## src/hdl/clcd_pkg.sv

```systemverilog
// shared types, codes and step decode helpers for the character lcd bus sequencer
// no dependencies
package clcd_pkg;

  typedef enum logic [1:0] {
    OP_WRITE_BYTE   = 2'd0,
    OP_WRITE_NIBBLE = 2'd1,
    OP_SAMPLE       = 2'd2,
    OP_UNUSED       = 2'd3
  } opcode_t;

  typedef enum logic [2:0] {
    JOB_BYTE,
    JOB_NIBBLE,
    JOB_STATUS_HIGH,
    JOB_STATUS_BUSY,
    JOB_STATUS_DONE
  } job_t;

  typedef enum logic [2:0] {
    ACT_RS,
    ACT_RW,
    ACT_EN,
    ACT_DRIVE,
    ACT_RELEASE,
    ACT_DONE
  } act_t;

  localparam int StepW = 5;
  localparam int AddrW = 7;

  // steps of a byte write
  localparam logic [StepW-1:0] StepReleaseFirst = 5'd16;
  localparam logic [StepW-1:0] StepStatusRs     = 5'd20;
  localparam logic [StepW-1:0] StepStatusRw     = 5'd21;

  typedef struct packed {
    logic             valid;
    act_t             act;
    logic             level;
    logic [1:0]       pin;
    logic             await_sample;
    logic             last;
    logic [AddrW-1:0] addr;
  } pin_cmd_t;

  // one pin operation of a nibble transfer: rs, rw, e high, d7..d4, e low
  function automatic pin_cmd_t nibble_step(logic [2:0] idx, logic rs, logic [3:0] nib);
    pin_cmd_t c;
    c = '0;
    case (idx)
      3'd0: begin
        c.act = ACT_RS; c.level = rs;
      end
      3'd1: begin
        c.act = ACT_RW; c.level = 1'b0;
      end
      3'd2: begin
        c.act = ACT_EN; c.level = 1'b1;
      end
      3'd3: begin
        c.act = ACT_DRIVE; c.pin = 2'd3; c.level = nib[3];
      end
      3'd4: begin
        c.act = ACT_DRIVE; c.pin = 2'd2; c.level = nib[2];
      end
      3'd5: begin
        c.act = ACT_DRIVE; c.pin = 2'd1; c.level = nib[1];
      end
      3'd6: begin
        c.act = ACT_DRIVE; c.pin = 2'd0; c.level = nib[0];
      end
      default: begin
        c.act = ACT_EN; c.level = 1'b0;
      end
    endcase
    return c;
  endfunction

  function automatic logic [StepW-1:0] job_last(job_t job);
    logic [StepW-1:0] n;
    case (job)
      JOB_BYTE:        n = 5'd22;
      JOB_NIBBLE:      n = 5'd7;
      JOB_STATUS_HIGH: n = 5'd2;
      JOB_STATUS_BUSY: n = 5'd3;
      default:         n = 5'd1;
    endcase
    return n;
  endfunction

endpackage

```

## src/hdl/clcd_in_if.sv

```systemverilog
// request channel of the character lcd bus sequencer
// depends on nothing
interface clcd_in_if;
  logic       valid;
  logic       ready;
  logic [1:0] opcode;
  logic       reg_select;
  logic [7:0] data_byte;
  logic [3:0] sample_nibble;

  modport source (output valid, opcode, reg_select, data_byte, sample_nibble, input ready);
  modport sink (input valid, opcode, reg_select, data_byte, sample_nibble, output ready);
endinterface

```

## src/hdl/clcd_out_if.sv

```systemverilog
// pin snapshot channel of the character lcd bus sequencer
// depends on nothing
interface clcd_out_if;
  logic       valid;
  logic       ready;
  logic       rs_pin;
  logic       rw_pin;
  logic       enable_pin;
  logic [3:0] data_out;
  logic [3:0] data_drive;
  logic       await_sample;
  logic       done_res;
  logic [6:0] ram_address;
  logic       last;

  modport source (output valid, rs_pin, rw_pin, enable_pin, data_out, data_drive,
                  await_sample, done_res, ram_address, last, input ready);
  modport sink (input valid, rs_pin, rw_pin, enable_pin, data_out, data_drive,
                await_sample, done_res, ram_address, last, output ready);
endinterface

```

## src/hdl/clcd_ctrl.sv

```systemverilog
// request decode, bus phase tracking and step sequencing
// depends on clcd_pkg and clcd_in_if
module clcd_ctrl (
  input  logic                clk,
  input  logic                rst_n,
  clcd_in_if.sink             in_ch,
  input  logic                adv,
  output clcd_pkg::pin_cmd_t  cmd
);
  import clcd_pkg::*;

  typedef enum logic [1:0] {
    PH_IDLE   = 2'd0,
    PH_HIGH   = 2'd1,
    PH_LOW    = 2'd2,
    PH_SPARE  = 2'd3
  } phase_t;

  phase_t             phase_r, phase_nxt;
  logic [3:0]         status_high_r, status_high_nxt;
  logic               busy_r;
  logic [StepW-1:0]   step_r;
  job_t               job_r, job_nxt;
  logic               rs_r;
  logic [7:0]         byte_r;
  logic [AddrW-1:0]   addr_r, addr_nxt;
  logic               await_r;
  logic               start;
  logic               waiting;
  logic               is_last;
  logic               in_fire;
  pin_cmd_t           op;

  assign waiting = (phase_r == PH_HIGH) || (phase_r == PH_LOW);
  assign is_last = step_r == job_last(job_r);
  assign in_ch.ready = !busy_r || (adv && is_last);
  assign in_fire = in_ch.valid && in_ch.ready;

  // classify the transaction; out-of-place ones start nothing
  always_comb begin
    start           = 1'b0;
    job_nxt         = JOB_NIBBLE;
    phase_nxt       = phase_r;
    status_high_nxt = status_high_r;
    addr_nxt        = '0;
    if (in_ch.opcode == OP_WRITE_BYTE && !waiting) begin
      start     = 1'b1;
      job_nxt   = JOB_BYTE;
      phase_nxt = PH_HIGH;
    end else if (in_ch.opcode == OP_WRITE_NIBBLE && !waiting) begin
      start     = 1'b1;
      job_nxt   = JOB_NIBBLE;
      phase_nxt = PH_IDLE;
    end else if (in_ch.opcode == OP_SAMPLE && phase_r == PH_HIGH) begin
      start           = 1'b1;
      job_nxt         = JOB_STATUS_HIGH;
      status_high_nxt = in_ch.sample_nibble;
      phase_nxt       = PH_LOW;
    end else if (in_ch.opcode == OP_SAMPLE && phase_r == PH_LOW) begin
      start = 1'b1;
      if (status_high_r[3]) begin
        job_nxt   = JOB_STATUS_BUSY;
        phase_nxt = PH_HIGH;
      end else begin
        job_nxt   = JOB_STATUS_DONE;
        addr_nxt  = {status_high_r[2:0], in_ch.sample_nibble};
        phase_nxt = PH_IDLE;
      end
    end
  end

  // pin operation for the current step
  always_comb begin
    op = '0;
    case (job_r)
      JOB_BYTE: begin
        if (step_r < StepReleaseFirst) begin
          op = nibble_step(step_r[2:0], rs_r, step_r[3] ? byte_r[3:0] : byte_r[7:4]);
        end else if (step_r < StepStatusRs) begin
          op.act = ACT_RELEASE;
          op.pin = ~step_r[1:0];
        end else if (step_r == StepStatusRs) begin
          op.act = ACT_RS; op.level = 1'b0;
        end else if (step_r == StepStatusRw) begin
          op.act = ACT_RW; op.level = 1'b1;
        end else begin
          op.act = ACT_EN; op.level = 1'b1;
        end
      end
      JOB_NIBBLE: op = nibble_step(step_r[2:0], rs_r, byte_r[3:0]);
      JOB_STATUS_HIGH: begin
        op.act   = ACT_EN;
        op.level = step_r == 5'd2;
      end
      JOB_STATUS_BUSY: begin
        case (step_r[1:0])
          2'd0: begin
            op.act = ACT_EN; op.level = 1'b0;
          end
          2'd1: begin
            op.act = ACT_RS; op.level = 1'b0;
          end
          2'd2: begin
            op.act = ACT_RW; op.level = 1'b1;
          end
          default: begin
            op.act = ACT_EN; op.level = 1'b1;
          end
        endcase
      end
      default: begin
        if (step_r == '0) begin
          op.act = ACT_EN; op.level = 1'b0;
        end else begin
          op.act = ACT_DONE;
        end
      end
    endcase
    op.valid        = busy_r;
    op.last         = is_last;
    op.await_sample = await_r && is_last;
    op.addr         = addr_r;
  end

  assign cmd = op;

  always_ff @(posedge clk) begin
    if (!rst_n) begin
      phase_r       <= PH_IDLE;
      status_high_r <= '0;
      busy_r        <= 1'b0;
      step_r        <= '0;
    end else begin
      if (busy_r && adv) begin
        step_r <= step_r + 5'd1;
        if (is_last) begin
          busy_r <= 1'b0;
        end
      end
      if (in_fire) begin
        phase_r       <= phase_nxt;
        status_high_r <= status_high_nxt;
        if (start) begin
          busy_r  <= 1'b1;
          step_r  <= '0;
          job_r   <= job_nxt;
          rs_r    <= in_ch.reg_select;
          byte_r  <= in_ch.data_byte;
          addr_r  <= addr_nxt;
          await_r <= (phase_nxt == PH_HIGH) || (phase_nxt == PH_LOW);
        end
      end
    end
  end

endmodule

```

## src/hdl/clcd_pins.sv

```systemverilog
// lcd line state and the registered snapshot stage
// depends on clcd_pkg and clcd_out_if
module clcd_pins (
  input  logic                clk,
  input  logic                rst_n,
  input  clcd_pkg::pin_cmd_t  cmd,
  output logic                adv,
  clcd_out_if.source          out_ch
);
  import clcd_pkg::*;

  logic             rs_r, rs_nxt;
  logic             rw_r, rw_nxt;
  logic             en_r, en_nxt;
  logic [3:0]       data_r, data_nxt;
  logic [3:0]       drive_r, drive_nxt;
  logic             done_nxt;
  logic [AddrW-1:0] addr_nxt;
  logic [3:0]       pin_bit;

  logic             valid_r;
  logic             out_rs_r, out_rw_r, out_en_r, out_await_r, out_done_r, out_last_r;
  logic [3:0]       out_data_r, out_drive_r;
  logic [AddrW-1:0] out_addr_r;

  assign adv     = !valid_r || out_ch.ready;
  assign pin_bit = 4'b0001 << cmd.pin;

  always_comb begin
    rs_nxt    = rs_r;
    rw_nxt    = rw_r;
    en_nxt    = en_r;
    data_nxt  = data_r;
    drive_nxt = drive_r;
    done_nxt  = 1'b0;
    addr_nxt  = '0;
    case (cmd.act)
      ACT_RS: rs_nxt = cmd.level;
      ACT_RW: rw_nxt = cmd.level;
      ACT_EN: en_nxt = cmd.level;
      ACT_DRIVE: begin
        drive_nxt = drive_r | pin_bit;
        data_nxt  = cmd.level ? (data_r | pin_bit) : (data_r & ~pin_bit);
      end
      ACT_RELEASE: drive_nxt = drive_r & ~pin_bit;
      ACT_DONE: begin
        rw_nxt   = 1'b0;
        done_nxt = 1'b1;
        addr_nxt = cmd.addr;
      end
      default: ;
    endcase
  end

  always_ff @(posedge clk) begin
    if (!rst_n) begin
      rs_r    <= 1'b0;
      rw_r    <= 1'b0;
      en_r    <= 1'b0;
      data_r  <= '0;
      drive_r <= '0;
      valid_r <= 1'b0;
    end else if (adv) begin
      valid_r <= cmd.valid;
      if (cmd.valid) begin
        rs_r        <= rs_nxt;
        rw_r        <= rw_nxt;
        en_r        <= en_nxt;
        data_r      <= data_nxt;
        drive_r     <= drive_nxt;
        out_rs_r    <= rs_nxt;
        out_rw_r    <= rw_nxt;
        out_en_r    <= en_nxt;
        out_data_r  <= data_nxt;
        out_drive_r <= drive_nxt;
        out_await_r <= cmd.await_sample;
        out_done_r  <= done_nxt;
        out_addr_r  <= addr_nxt;
        out_last_r  <= cmd.last;
      end
    end
  end

  assign out_ch.valid        = valid_r;
  assign out_ch.rs_pin       = out_rs_r;
  assign out_ch.rw_pin       = out_rw_r;
  assign out_ch.enable_pin   = out_en_r;
  assign out_ch.data_out     = out_data_r;
  assign out_ch.data_drive   = out_drive_r;
  assign out_ch.await_sample = out_await_r;
  assign out_ch.done_res     = out_done_r;
  assign out_ch.ram_address  = out_addr_r;
  assign out_ch.last         = out_last_r;

endmodule

```

## src/hdl/char_lcd_nibble_bus_sequencer_unit.sv

```systemverilog
// Character LCD 4-bit bus sequencer. Every request expands into a run of pin operations and
// one snapshot of RS, RW, E, D7..D4 and the data drive enables leaves per operation, one per
// cycle unless a snapshot is held: a byte write with status poll is 23 operations, a lone
// nibble write 8, the sampled high status nibble 3, the sampled low nibble 4 when busy is
// still set and 2 when it is clear (the last of these carries done and the address).
// Requests that do not fit the bus phase are taken and give no snapshot. The step counter
// of the sequencer issues one pin operation a cycle and a held snapshot stalls it; the next
// request is taken in the cycle that issues the last snapshot of the current one.
// depends on clcd_pkg, clcd_in_if, clcd_out_if, clcd_ctrl and clcd_pins
module char_lcd_nibble_bus_sequencer_unit (
  input  logic        clk,
  input  logic        rst_n,
  clcd_in_if.sink     in_ch,
  clcd_out_if.source  out_ch
);
  import clcd_pkg::*;

  pin_cmd_t cmd;
  logic     adv;

  clcd_ctrl u_ctrl (
    .clk   (clk),
    .rst_n (rst_n),
    .in_ch (in_ch),
    .adv   (adv),
    .cmd   (cmd)
  );

  clcd_pins u_pins (
    .clk    (clk),
    .rst_n  (rst_n),
    .cmd    (cmd),
    .adv    (adv),
    .out_ch (out_ch)
  );

endmodule

```

## src/flat_wrapper.sv

```systemverilog
// flat-port wrapper written by rule: the top's interface ports become plain ports
module char_lcd_nibble_bus_sequencer_unit_flat import clcd_pkg::*;
  (clk, rst_n, in_ch_valid, in_ch_opcode, in_ch_reg_select, in_ch_data_byte, in_ch_sample_nibble, in_ch_ready, out_ch_valid, out_ch_rs_pin, out_ch_rw_pin, out_ch_enable_pin, out_ch_data_out, out_ch_data_drive, out_ch_await_sample, out_ch_done_res, out_ch_ram_address, out_ch_last, out_ch_ready);
  clcd_in_if in_ch_i ();
  clcd_out_if out_ch_i ();
  input  logic clk;
  input  logic rst_n;
  input wire logic [$bits(in_ch_i.valid)-1:0] in_ch_valid;
  input wire logic [$bits(in_ch_i.opcode)-1:0] in_ch_opcode;
  input wire logic [$bits(in_ch_i.reg_select)-1:0] in_ch_reg_select;
  input wire logic [$bits(in_ch_i.data_byte)-1:0] in_ch_data_byte;
  input wire logic [$bits(in_ch_i.sample_nibble)-1:0] in_ch_sample_nibble;
  output wire logic [$bits(in_ch_i.ready)-1:0] in_ch_ready;
  output wire logic [$bits(out_ch_i.valid)-1:0] out_ch_valid;
  output wire logic [$bits(out_ch_i.rs_pin)-1:0] out_ch_rs_pin;
  output wire logic [$bits(out_ch_i.rw_pin)-1:0] out_ch_rw_pin;
  output wire logic [$bits(out_ch_i.enable_pin)-1:0] out_ch_enable_pin;
  output wire logic [$bits(out_ch_i.data_out)-1:0] out_ch_data_out;
  output wire logic [$bits(out_ch_i.data_drive)-1:0] out_ch_data_drive;
  output wire logic [$bits(out_ch_i.await_sample)-1:0] out_ch_await_sample;
  output wire logic [$bits(out_ch_i.done_res)-1:0] out_ch_done_res;
  output wire logic [$bits(out_ch_i.ram_address)-1:0] out_ch_ram_address;
  output wire logic [$bits(out_ch_i.last)-1:0] out_ch_last;
  input wire logic [$bits(out_ch_i.ready)-1:0] out_ch_ready;
  assign in_ch_i.valid = in_ch_valid;
  assign in_ch_i.opcode = in_ch_opcode;
  assign in_ch_i.reg_select = in_ch_reg_select;
  assign in_ch_i.data_byte = in_ch_data_byte;
  assign in_ch_i.sample_nibble = in_ch_sample_nibble;
  assign in_ch_ready = in_ch_i.ready;
  assign out_ch_valid = out_ch_i.valid;
  assign out_ch_rs_pin = out_ch_i.rs_pin;
  assign out_ch_rw_pin = out_ch_i.rw_pin;
  assign out_ch_enable_pin = out_ch_i.enable_pin;
  assign out_ch_data_out = out_ch_i.data_out;
  assign out_ch_data_drive = out_ch_i.data_drive;
  assign out_ch_await_sample = out_ch_i.await_sample;
  assign out_ch_done_res = out_ch_i.done_res;
  assign out_ch_ram_address = out_ch_i.ram_address;
  assign out_ch_last = out_ch_i.last;
  assign out_ch_i.ready = out_ch_ready;
  char_lcd_nibble_bus_sequencer_unit u_core (.clk(clk), .rst_n(rst_n), .in_ch(in_ch_i), .out_ch(out_ch_i));
endmodule
```

## config.mk

```make
export PLATFORM = sky130hd
export DESIGN_NAME = char_lcd_nibble_bus_sequencer_unit_flat
export DESIGN_NICKNAME = d
export VERILOG_FILES = /design/src/hdl/clcd_pkg.sv /design/src/hdl/clcd_in_if.sv /design/src/hdl/clcd_out_if.sv /design/src/hdl/clcd_ctrl.sv /design/src/hdl/clcd_pins.sv /design/src/hdl/char_lcd_nibble_bus_sequencer_unit.sv /design/src/flat_wrapper.sv
export SDC_FILE = /design/constraint.sdc
export NUM_CORES = 1
export LEC_CHECK = 0
export BUFFER_PORTS_ARGS = -buffer_cell sky130_fd_sc_hd__buf_4
export CORE_MARGIN = 3
export CORE_UTILIZATION = 52
export CTS_CLUSTER_DIAMETER = 100
export DETAILED_ROUTE_END_ITERATION = 10
export PLACE_DENSITY_LB_ADDON = 0.1
export SYNTH_ARGS = -nofsm -noshare
export SYNTH_HDL_FRONTEND = slang
export SYNTH_SLANG_ARGS = --single-unit
```

## constraint.sdc

```tcl
create_clock -name clk -period 2.9 [get_ports clk]
set_input_delay 0.58 -clock clk [delete_from_list [all_inputs] [get_ports clk]]
set_output_delay 0.58 -clock clk [all_outputs]
set_load 0.005 [all_outputs]
```

* Word level (Yosys, flattened, before mapping)
Index checks and enable logic that the tools add are counted.
** Cells by class
- Add/sub/neg operators :: 1
- Multiply operators :: 0
- Div/mod/pow operators :: 0
- $lt $le $gt $ge :: 2
- Equality and inequality tests :: 26
- Shift operators :: 1
- Mux-type cells :: 42
- Bitwise operators :: 9
- Reductions and logical operators :: 28
** Operators by type and width (number)
- case mux 3 bit (7 select lines) :: 2
- case mux 11 bit (2 select lines) :: 1
- case mux 5 bit (4 select lines) :: 1
- == test 3 x 2 -> 1 bit (second input constant) :: 6
- 2-to-1 mux 4 bit :: 4
- case mux 4 bit (4 select lines) :: 1
- == test 3 bit (second input constant) :: 5
- 2-to-1 mux 5 bit :: 3
- 2-to-1 mux 1 bit :: 14
- 2-to-1 mux 2 bit :: 7
- 2-to-1 mux 3 bit :: 4
- == test 5 bit (second input constant) :: 2
- < comparator 5 bit (second input constant) :: 2
- == test 3 x 1 -> 1 bit (second input constant) :: 3
- zero test 3 bit :: 3
- case mux 3 bit (3 select lines) :: 1
- AND 4 bit :: 2
- == test 2 x 1 -> 1 bit (second input constant) :: 4
- == test 2 bit (second input constant) :: 4
- logical AND 1 bit :: 8
- OR 4 bit :: 2
- case mux 4 bit (2 select lines) :: 1
- 2-to-1 mux 6 bit :: 1
- case mux 2 bit (3 select lines) :: 1
- 18 further kinds :: 27
** Word-level totals
- Bits in registers :: 65
- Latch bits :: 0
- Bits in writable memories :: 0
- ROM bits :: 0
- Memories :: 0

* Logic depth before layout (Yosys ltp)
Gate-level depths: netlist (run 1).
- Word-level depth :: 11
- Mapped depth :: 10
- Mapped depth without buffers :: 8

* By module
A second synthesis (run 1) with hierarchy kept.
** Second synthesis, totals
- Cells, all modules :: 319
- Area, all modules :: 3427.0 um^2
** Modules (own cells, without submodules)
- clcd_ctrl :: times used 1, cells an instance 189, area an instance 1903.1 um^2
- clcd_pins :: times used 1, cells an instance 130, area an instance 1524.0 um^2

* Worst setup path before layout (run 1)
Ideal clock, no wire load.
- Path type :: reg2reg
- Start :: reg u_core.u_ctrl.step_r[0]
- End :: reg u_core.u_ctrl.addr_r[0] (enable)
- Setup time :: 397 ps
- Arrival :: 2548 ps
- Data required time :: 2503 ps
- Slack :: -45 ps
- Stages on the path, launching flop included :: 7
- Period minus slack after synthesis :: 2945 ps
- Cells stage by stage :: dfxtp_1 clkbuf_1 or4_1 a221oi_2 a21o_1 nand3_1 nor2_1
** RTL lines
- start, declared :: RTL line clcd_ctrl.sv:22 : logic [StepW-1:0] step_r;
- start signal, assigned :: RTL line clcd_ctrl.sv:135 : step_r <= step_r + 5'd1;
- end signal, assigned :: RTL line clcd_ctrl.sv:149 : addr_r <= addr_nxt;
- end, declared :: RTL line clcd_ctrl.sv:26 : logic [AddrW-1:0] addr_r, addr_nxt;

==> impl_metrics.ini, run 1 <==
[timing]
fmax_mhz = 356
setup_violations = 0
final-max-slew-violation-count = 0
final-hold-violation-count = 0
max-slew-margin-rel_pct = 48.8
fin_crit_ps = 2810
fin_skew_ps = 13.9
grt_setup_unrepaired = no
tns_ps = 0
finalCritPeriodShare_pct = 96.8
worstMarginPinSlew_ps = 763

[worst_setup_path]
cp-start-kind = flip-flop
critPathKind = reg -> out
critical_path.max_fanout = 7
cp.required_ps = 2320
worst_ep_arrival_time_ps = 2230
crit_path_end_kind = output port
rr_endpoint = u_core.u_pins.data_r[0]$_SDFFE_PN0P_
rr_startpoint = u_core.u_ctrl.step_r[0]$_SDFF_PN0_
r2r_slack_ps = 220
worst_r2r_path_depth = 8

[power]
leakage_nw = 1.53
seq_power_share_pct = 48.4
p_int_w = 0.00160
vdd_ir_drop_max_v = 0.000352
power_frac_clock_pct = 41.3
p_per_area_nw_per_um2 = 528
swShare_pct = 24.8
pwr-share-comb_pct = 10.2
switchingPower_w = 0.000525

[synthesis]
synth_area_um2 = 3340
ys_types = 59
netlist_instances = 324
synth_ff_type = edfxtp_1
synth_largest_area_cell = edfxtp_1
synth_edf_count = 41
async_reset_ff_share_pct = 0
synth_seq_cells = 65
synth_nets = 352
yosysWarnings = 0
syn_area_per_cell_um2 = 10.3
synth.area.top_cells = edfxtp_1, dfxtp_1, nand2_1
yosysSeqAreaShare_pct = 51.3
yosys.area.top_type_share_pct = 36.9

[routing]
ant_nets = 0
viasPerCell = 5.84
dr_total_vias = 2665
wl_mm = 7.46
dr.pass1.iters = 5
drc = 0
drt_iter0_drc = 251
post_drt_wl_per_cell_um = 16.3

[grt]
use_met1_pct = 27.2
antenna_found_initial = 0
grt_pass1_wl_mm = 12.4
met3_usage_pct = 5.38
grt_max_degree = 22
track_usage_pct = 21.7
grt_use_met2_pct = 35.5
overflow = 0
grt_busiest_layer = met2
first_global_vias = 2601

[floorplanning]
rows = 28
die_h_um = 86.1
fp.dieW_um = 86.1
io_pins = 42
floorplan.initialDensity_pct = 55.1
fp.dieArea_um2 = 7410
coreArea_um2 = 6060

[placed_design]
place_area_um2 = 3740
place.gp.congestion = 0.906
io_buffers = 41
dp_hpwl_mm = 5.27

[worst_hold_path]
hold_end = u_core.u_ctrl.byte_r[1]$_DFFE_PP_
holdPathStages = 1
min_from = in_ch_data_byte[1]
hp-class = in -> reg

[cts]
cts.path.max_buffers = 2
cts_max_level = 3
cts-buffers-inserted = 9
cts_tree = yes
clk_pin_slew_ps = 80
clk_latency_ps = 350
cts.sinks = 65
ctsHoldBuffers = 0
cts_root_buf = clkbuf_8

[layout]
n_antenna_cell = 0
num-nets-final = 404
fin_area_um2 = 4020
area_delta_synth_final_pct = 20.4
drive_gt1_share_pct = 25.2

[flow_run]
drv_cap = 0

[run_status]
status = finished, final reports clean
==> Yosys cell counts (2+ instances only) <==
cell type   n
a21o_1      3
o32ai_1     2
nor3_1     10
a21oi_1    15
nor2b_1     2
and3_1      2
a311oi_1    2
buf_2       2
o22ai_1     5
or2_2       4
dfxtp_1    24
a211oi_2    2
a211oi_1    4
or3_1       5
ha_1        9
clkbuf_1   14
nand4_1     2
o21ai_0     9
a31oi_1     2
xor2_1      2
nand3_1     6
a22oi_1     3
o21a_1      4
nor2_1     26
nand2_1    33
nand2b_1    7
mux2_2      8
o21bai_1    2
and2_1     19
mux2i_1     9
a32oi_1     2
inv_1      15
xnor2_1     3
a31o_2      2
edfxtp_1   41
==> power by group through the flow <==
stage	Clock (W)	Combinational (W)	Sequential (W)
2_1_floorplan	0	0.000132	0.00104
3_3_place_gp	0	0.000203	0.00105
3_5_place_dp	0	0.000206	0.00105
4_1_cts	0.000892	0.000207	0.00103
5_1_grt	0.000942	0.000240	0.00103
6_report	0.000877	0.000216	0.00103
==> per-stage QoR <==
| step | cells | utilization (%) | setup WS [ps] | hold WS (ps) | power, W |
|---|---|---|---|---|---|
| global route | 456 | 66.3 | 20.0 | 382 | 0.00221 |
| floorplan | 324 | - | 94.5 | 430 | 0.00117 |
| finish | 456 | 66.3 | 92.5 | 413 | 0.00212 |
| detailed placement | 433 | 61.7 | 284 | 453 | 0.00125 |
| CTS | 449 | 65.4 | 82.9 | 399 | 0.00213 |
| global placement | 433 | 61.7 | 348 | 439 | 0.00125 |
==> registers in the layout, summed over array words and instances, names as in the netlist, 3 cells and up <==
register                          cells
u_core.u_ctrl.job_r                   3
u_core.u_pins.out_ch.ram_address      7
u_core.u_pins.out_ch.data_out         4
u_core.u_pins.drive_r                 4
u_core.u_ctrl.step_r                  5
u_core.u_ctrl.status_high_r           4
u_core.u_pins.out_ch.data_drive       4
u_core.u_pins.data_r                  4
u_core.u_ctrl.byte_r                  8
u_core.u_ctrl.addr_r                  7
==> cell families after synthesis <==
logic type	count (synthesis)	share of synthesized area (%)
compound gates	69	14.9
xor+xnor	5	1.31
mux	17	5.40
buf+inv	32	3.90
simple gates	127	19.8
flops	65	51.3
fa+ha+maj	9	3.37
==> cell usage in the layout (no fill, tap or decap), drive strengths merged, types with 2 or more instances in the layout <==
| cell | instances |
|---|---|
| mux2 | 8 |
| edfxtp | 41 |
| a31o | 2 |
| nand2b | 7 |
| a31oi | 2 |
| a21oi | 15 |
| nand4 | 2 |
| a21o | 3 |
| o21ai | 9 |
| or3 | 6 |
| or2 | 4 |
| xnor2 | 3 |
| ha | 9 |
| bufinv | 2 |
| and2 | 19 |
| nand2 | 33 |
| o22ai | 5 |
| a211oi | 6 |
| nand3 | 6 |
| o32ai | 2 |
| buf | 58 |
| and3 | 2 |
| a311oi | 2 |
| clkbuf | 9 |
| a221oi | 2 |
| xor2 | 2 |
| nor3 | 10 |
| o21a | 4 |
| dfxtp | 24 |
| a32oi | 2 |
| mux2i | 9 |
| o21bai | 2 |
| nor2 | 26 |
| nor2b | 2 |
| inv | 18 |
| a22oi | 3 |
==> layout make-up <==
| cell class | count | area [um2] |
|---|---|---|
| Fill cell | 490 | 2040 |
| Multi-Input combinational cell | 227 | 1500 |
| Inverter | 15 | 56.3 |
| Sequential cell | 65 | 1710 |
| Tap cell | 75 | 93.8 |
| Clock inverter | 7 | 98.8 |
| Timing Repair Buffer | 58 | 435 |
| Clock buffer | 9 | 124 |
==> worst max-delay path by stage <==
stage | end | from | depth (start not counted) | slack, ps
6_report | in_ch_ready | u_core.u_ctrl.step_r[0]$_SDFF_PN0_ | 5 | 90
5_1_grt | in_ch_ready | u_core.u_ctrl.step_r[0]$_SDFF_PN0_ | 5 | 20
4_1_cts | in_ch_ready | u_core.u_ctrl.step_r[0]$_SDFF_PN0_ | 5 | 80
3_5_place_dp | u_core.u_pins.data_r[0]$_SDFFE_PN0P_ | u_core.u_ctrl.step_r[0]$_SDFF_PN0_ | 8 | 280
3_3_place_gp | u_core.u_pins.out_ch.rw_pin$_DFFE_PP_ | u_core.u_ctrl.step_r[2]$_SDFF_PN0_ | 6 | 350
2_1_floorplan | u_core.u_pins.out_ch.rs_pin$_DFFE_PP_ | u_core.u_ctrl.step_r[0]$_SDFF_PN0_ | 9 | 90
==> critical path, stage by stage (launching register included) <==
cell and delay [ps]:
dfxtp_1 370, buf_4 170, or4_1 530, a221oi_2 370
a21o_1 280, buf_4 150
==> repair_timing <==
| action | in CTS | in global routing |
|---|---|---|
| buffers inserted | 0 | 7 |
| resized for setup | 0 | 0 |
| endpoints found under the setup margin | 0 | 1 |
| hold endpoints to repair | 0 | 0 |
==> per-layer routing <==
metal,up-vias,part of all wire (%)
met2,94,48
met4,0,2.8
li1,1290,-
met1,1257,42
met3,24,6.5
met5,-,0
No activity file was read; power rests on OpenSTA's default activity.
==> inputs of run 2 (changes only) <==
--- a/config.mk
+++ b/config.mk
@@ -11,6 +11,8 @@
 export CTS_CLUSTER_DIAMETER = 100
 export DETAILED_ROUTE_END_ITERATION = 10
 export PLACE_DENSITY_LB_ADDON = 0.1
+export SETUP_SLACK_MARGIN = 0.15
+export SLEW_MARGIN = 20
 export SYNTH_ARGS = -nofsm -noshare
 export SYNTH_HDL_FRONTEND = slang
 export SYNTH_SLANG_ARGS = --single-unit
==> run 2 against run 1 <==
- sequential share of layout area down 0.075 points
- utilization up 0.17 points
- largest power group unchanged
- critical endpoint unchanged
- count of clock-buffer cells in the layout up 2
==> impl_metrics.ini, run 2 (synthesis results as in run 1) <==
[run_status]
status = finished, final reports clean

[cts]
cts-buffers-inserted = 9
cts_root_buf = clkbuf_8
cts_tree = yes
cts.path.max_buffers = 2
clk_latency_ps = 340
ctsHoldBuffers = 0
clk_pin_slew_ps = 80
cts_max_level = 3
cts.sinks = 65

[timing]
grt_setup_unrepaired = no
max-slew-margin-rel_pct = 45.6
fin_skew_ps = 8.10
fin_crit_ps = 2650
worstMarginPinSlew_ps = 809
setup_violations = 0
final-hold-violation-count = 0
fmax_mhz = 377
finalCritPeriodShare_pct = 91.4
final-max-slew-violation-count = 0
tns_ps = 0

[power]
leakage_nw = 1.54
vdd_ir_drop_max_v = 0.000372
pwr-share-comb_pct = 10.4
p_per_area_nw_per_um2 = 531
seq_power_share_pct = 48.0
p_int_w = 0.00162
swShare_pct = 24.1
switchingPower_w = 0.000516
power_frac_clock_pct = 41.6

[floorplanning]
io_pins = 42
rows = 28
coreArea_um2 = 6060
die_h_um = 86.1
floorplan.initialDensity_pct = 55.1
fp.dieW_um = 86.1
fp.dieArea_um2 = 7410

[grt]
first_global_vias = 2647
grt_pass1_wl_mm = 13.0
track_usage_pct = 22.9
grt_max_degree = 22
antenna_found_initial = 0
overflow = 0

[routing]
dr.pass1.iters = 5
ant_nets = 0
drc = 0
wl_mm = 7.64
dr_total_vias = 2633
viasPerCell = 5.83
drt_iter0_drc = 277
post_drt_wl_per_cell_um = 16.9

[worst_setup_path]
worst_r2r_path_depth = 8
rr_startpoint = u_core.u_ctrl.step_r[1]$_SDFF_PN0_
r2r_slack_ps = 360
rr_endpoint = u_core.u_pins.data_r[0]$_SDFFE_PN0P_
critPathLaunch = u_core.u_ctrl.job_r[1]$_SDFFCE_PP0P_
crit_path_end_kind = output port
critical_path.max_fanout = 7
cpLargestDelayFamily = compound AO/OA/AOI/OAI gates
critPathBufInv = 2
slowest_stage = edfxtp_1
slowest_delay_ps = 410
cp-start-kind = flip-flop
crit_top_cell = buf_4
worst_ep_arrival_time_ps = 2070
crit_path_end = in_ch_ready
critPathKind = reg -> out
path_cells = buf_4 -> nor2_1 -> nand3_1 -> a221oi_4 -> a21o_1 -> buf_4
cp.required_ps = 2320
crit_cells = 6

[placed_design]
dp_hpwl_mm = 5.41
place_area_um2 = 3780
io_buffers = 41
place.gp.congestion = 0.894

[layout]
num-nets-final = 400
final_common_cell = buf_4
largest_reg_flops = 8
n_antenna_cell = 0
area_delta_synth_final_pct = 20.7
final_cell_mix = buf_4, edfxtp_1, nand2_1
fin_area_um2 = 4030
top_register = u_core.u_ctrl.byte_r
drive_gt1_share_pct = 25.2

[flow_run]
drv_cap = 0

[worst_hold_path]
hp-class = in -> reg
## run 2: power by group through the flow
stage / combinational [W] / clock, W / sequential (W)
CTS: 0.000222 / 0.000899 / 0.00102
finish: 0.000223 / 0.000889 / 0.00103
detailed placement: 0.000217 / 0 / 0.00105
global placement: 0.000213 / 0 / 0.00104
floorplan: 0.000133 / 0 / 0.00104
global route: 0.000248 / 0.000952 / 0.00103
## run 2: routing by layer
| metal | routed length, um | GRT usage, % | share of wire (%) | vias up |
|---|---|---|---|---|
| li1 | - | - | - | 1274 |
| met1 | 3250 | 28.8 | 43 | 1256 |
| met2 | 3880 | 38.5 | 51 | 88 |
| met3 | 365 | 4.71 | 4.8 | 15 |
| met4 | 142 | 8.78 | 1.9 | 0 |
| met5 | 0 | 0 | 0 | - |
## run 2: cell type report
class	count	area (um2)
clock buffers	11	141
clock inverters	5	86.3
fillers	479	2030
inverters	15	56.3
multi-input cells	227	1520
flip-flops and latches	65	1710
well taps	75	93.8
repair buffers	54	418
## run 2: worst min-delay path by stage
stage	endpoint	slack (ps)	start	cells past startpoint
floorplan	u_core.u_ctrl.status_high_r[0]$_SDFFE_PN0P_	430	u_core.u_ctrl.status_high_r[0]$_SDFFE_PN0P_	2
global placement	u_core.u_ctrl.status_high_r[1]$_SDFFE_PN0P_	440	u_core.u_ctrl.status_high_r[1]$_SDFFE_PN0P_	2
detailed placement	u_core.u_ctrl.status_high_r[0]$_SDFFE_PN0P_	450	u_core.u_ctrl.status_high_r[0]$_SDFFE_PN0P_	2
CTS	u_core.u_ctrl.byte_r[7]$_DFFE_PP_	400	in_ch_data_byte[7]	1
global route	u_core.u_ctrl.byte_r[6]$_DFFE_PP_	390	in_ch_data_byte[6]	1
finish	u_core.u_ctrl.byte_r[1]$_DFFE_PP_	410	in_ch_data_byte[1]	1
## run 2: metrics by stage
step	utilization [%]	cells	setup slack, ps	total power (W)	hold slack [ps]
6_report	66.5	452	248	0.00214	415
5_1_grt	66.5	452	180	0.00223	390
4_1_cts	66.4	452	236	0.00215	404
3_5_place_dp	62.3	435	265	0.00126	449
3_3_place_gp	62.3	435	373	0.00126	439
2_1_floorplan	-	324	186	0.00117	430
## run 2: timing repair
item,4_1_cts,5_1_grt
cloned,0,0
gates resized for setup,1,2
pin swaps,1,0
endpoints found under the hold margin,0,0
setup endpoints to repair,1,11
setup buffers,1,0
==> inputs of run 3 (changes only) <==
--- a/config.mk
+++ b/config.mk
@@ -6,7 +6,6 @@
 export NUM_CORES = 1
 export LEC_CHECK = 0
 export BUFFER_PORTS_ARGS = -buffer_cell sky130_fd_sc_hd__buf_4
-export CORE_MARGIN = 3
 export CORE_UTILIZATION = 52
 export CTS_CLUSTER_DIAMETER = 100
 export DETAILED_ROUTE_END_ITERATION = 10
==> run 3 against run 2 <==
- non-clock buffer count is 1 higher
- critical path depth is 1 lower
- sequential power hardly changed
- die area is 9.1% lower
- utilization is 0.083 points lower
- design area is 0.12% lower
- register-to-register slack hardly changed
- via count is 3.3% lower
- largest cell class unchanged
- clock power hardly changed
- global-route usage is 0.80 points higher
- hold slack worse by 7.3 ps
- first-iteration DRC count is 22% lower
==> impl_metrics.ini, run 3 (synthesis results as in run 1) <==
[placed_design]
dp_slack_ps = 276
place.gp.congestion = 0.921
dp_cells = 433
dp_hpwl_mm = 5.09
io_buffers = 41

[power]
p_per_area_nw_per_um2 = 530
vdd_ir_drop_max_v = 0.000396
leakage_nw = 1.52

[worst_setup_path]
crit_path_end_kind = output port
cp.required_ps = 2320
cp-start-kind = flip-flop
worst_ep_arrival_time_ps = 2070
critPathBufInv = 2
path_cells = buf_4 -> or4_1 -> a221oi_2 -> a21o_1 -> buf_4
slowest_delay_ps = 540
cpLargestDelayFamily = simple AND/OR/NAND/NOR gates
critPathKind = reg -> out
slowest_stage = or4_1
critical_path.max_fanout = 9
crit_top_cell = buf_4

[grt]
grt_busiest_layer = met2
track_usage_pct = 23.7
use_met1_pct = 30.8
overflow = 0
first_global_vias = 2422
met3_usage_pct = 5.71
grt_use_met2_pct = 37.4
grt_pass1_wl_mm = 11.6
antenna_found_initial = 0
grt_max_degree = 22

[timing]
fmax_mhz = 378
max-slew-margin-rel_pct = 51.8
setup_violations = 0
final-max-slew-violation-count = 0
final-hold-violation-count = 0
worstMarginPinSlew_ps = 717
setup_ws_ps = 255
tns_ps = 0
finalCritPeriodShare_pct = 91.2
fin_skew_ps = 11.8
grt_setup_unrepaired = no
fin_crit_ps = 2650

[routing]
wl_mm = 7.10
drc = 0
dr_total_vias = 2547
ant_nets = 0
dr.pass1.iters = 5
drt_iter0_drc = 215
viasPerCell = 5.62
post_drt_wl_per_cell_um = 15.7

[cts]
cts-buffers-inserted = 9
ctsHoldBuffers = 0
cts_tree = yes
clk_latency_ps = 350
clk_pin_slew_ps = 80
cts_max_level = 3
cts_root_buf = clkbuf_8
cts.sinks = 65
cts.path.max_buffers = 2

[layout]
fin_cells = 453
n_antenna_cell = 0
top_register = u_core.u_ctrl.byte_r
largest_reg_flops = 8
area_delta_synth_final_pct = 20.5
final_cell_mix = buf_4, edfxtp_1, nand2_1
num-nets-final = 401
drive_gt1_share_pct = 25.7
final_common_cell = buf_4

[run_status]
status = finished, final reports clean

[worst_hold_path]
hp-class = in -> reg

[floorplanning]
io_pins = 42
floorplan.initialDensity_pct = 55.1
die_h_um = 82.1
fp.dieArea_um2 = 6740
coreArea_um2 = 6060
fp.dieW_um = 82.1
rows = 28

[flow_run]
drv_cap = 0
run 3: worst register-to-register path, delay by kind of cell (launching register included):
| family | cells | cell delay (ps) |
|---|---|---|
| muxes | 1 | 210 |
| buffers and inverters | 1 | 200 |
| DFF | 1 | 470 |
| AOI/OAI and AO/OA | 2 | 440 |
| and+or+nand+nor | 3 | 1150 |
run 3: report_power, final:
part / internal (W) / switching [W] / total [W]
combinational: 0.0000953 / 0.000122 / 0.000217
sequential: 0.00101 / 0.0000161 / 0.00103
clock: 0.000516 / 0.000374 / 0.000890
run 3: layout make-up:
cell class / count / area (um2)
Fill cell: 481 / 2040
Sequential cell: 65 / 1710
Multi-Input combinational cell: 227 / 1520
Timing Repair Buffer: 55 / 413
Clock buffer: 11 / 141
Tap cell: 75 / 93.8
Clock inverter: 5 / 86.3
Inverter: 15 / 56.3
run 3: what timing repair did:
item,in CTS,in global routing
setup buffers,4,0
hold endpoints to repair,0,0
setup endpoints to repair,1,5
gates resized for setup,0,3
pin swaps,1,1
run 3: path summary, 6_finish.rpt:
kind / startpoint / to / slack [ps] / depth (start not counted)
worst max-delay path: u_core.u_ctrl.step_r[0]$_SDFF_PN0_ / in_ch_ready / 250 / 5
worst min-delay path: in_ch_data_byte[2] / u_core.u_ctrl.byte_r[2]$_DFFE_PP_ / 410 / 1
worst max register to register: u_core.u_ctrl.job_r[2]$_SDFFCE_PP0P_ / u_core.u_pins.data_r[2]$_SDFFE_PN0P_ / 360 / 7
worst min register to register: u_core.u_ctrl.status_high_r[0]$_SDFFE_PN0P_ / u_core.u_ctrl.status_high_r[0]$_SDFFE_PN0P_ / 460 / 2
run 3: routing by layer:
layer / wire (um) / part of all wire, %
met5: 0 / 0
met4: 141 / 2.0
met3: 347 / 4.9
met2: 3480 / 49
met1: 3130 / 44
run 3: through the flow:
stage                     power, W  instance area [um2]  util (%)  hold WS (ps)
final                      0.00213                 4020      66.4           407
after global routing       0.00222                 4020      66.4           391
after CTS                  0.00215                 4010      66.1           393
after detailed placement   0.00126                 3750      61.9           444
after global placement     0.00125                 3750      61.9           440
after floorplan            0.00117                 3340         -           430
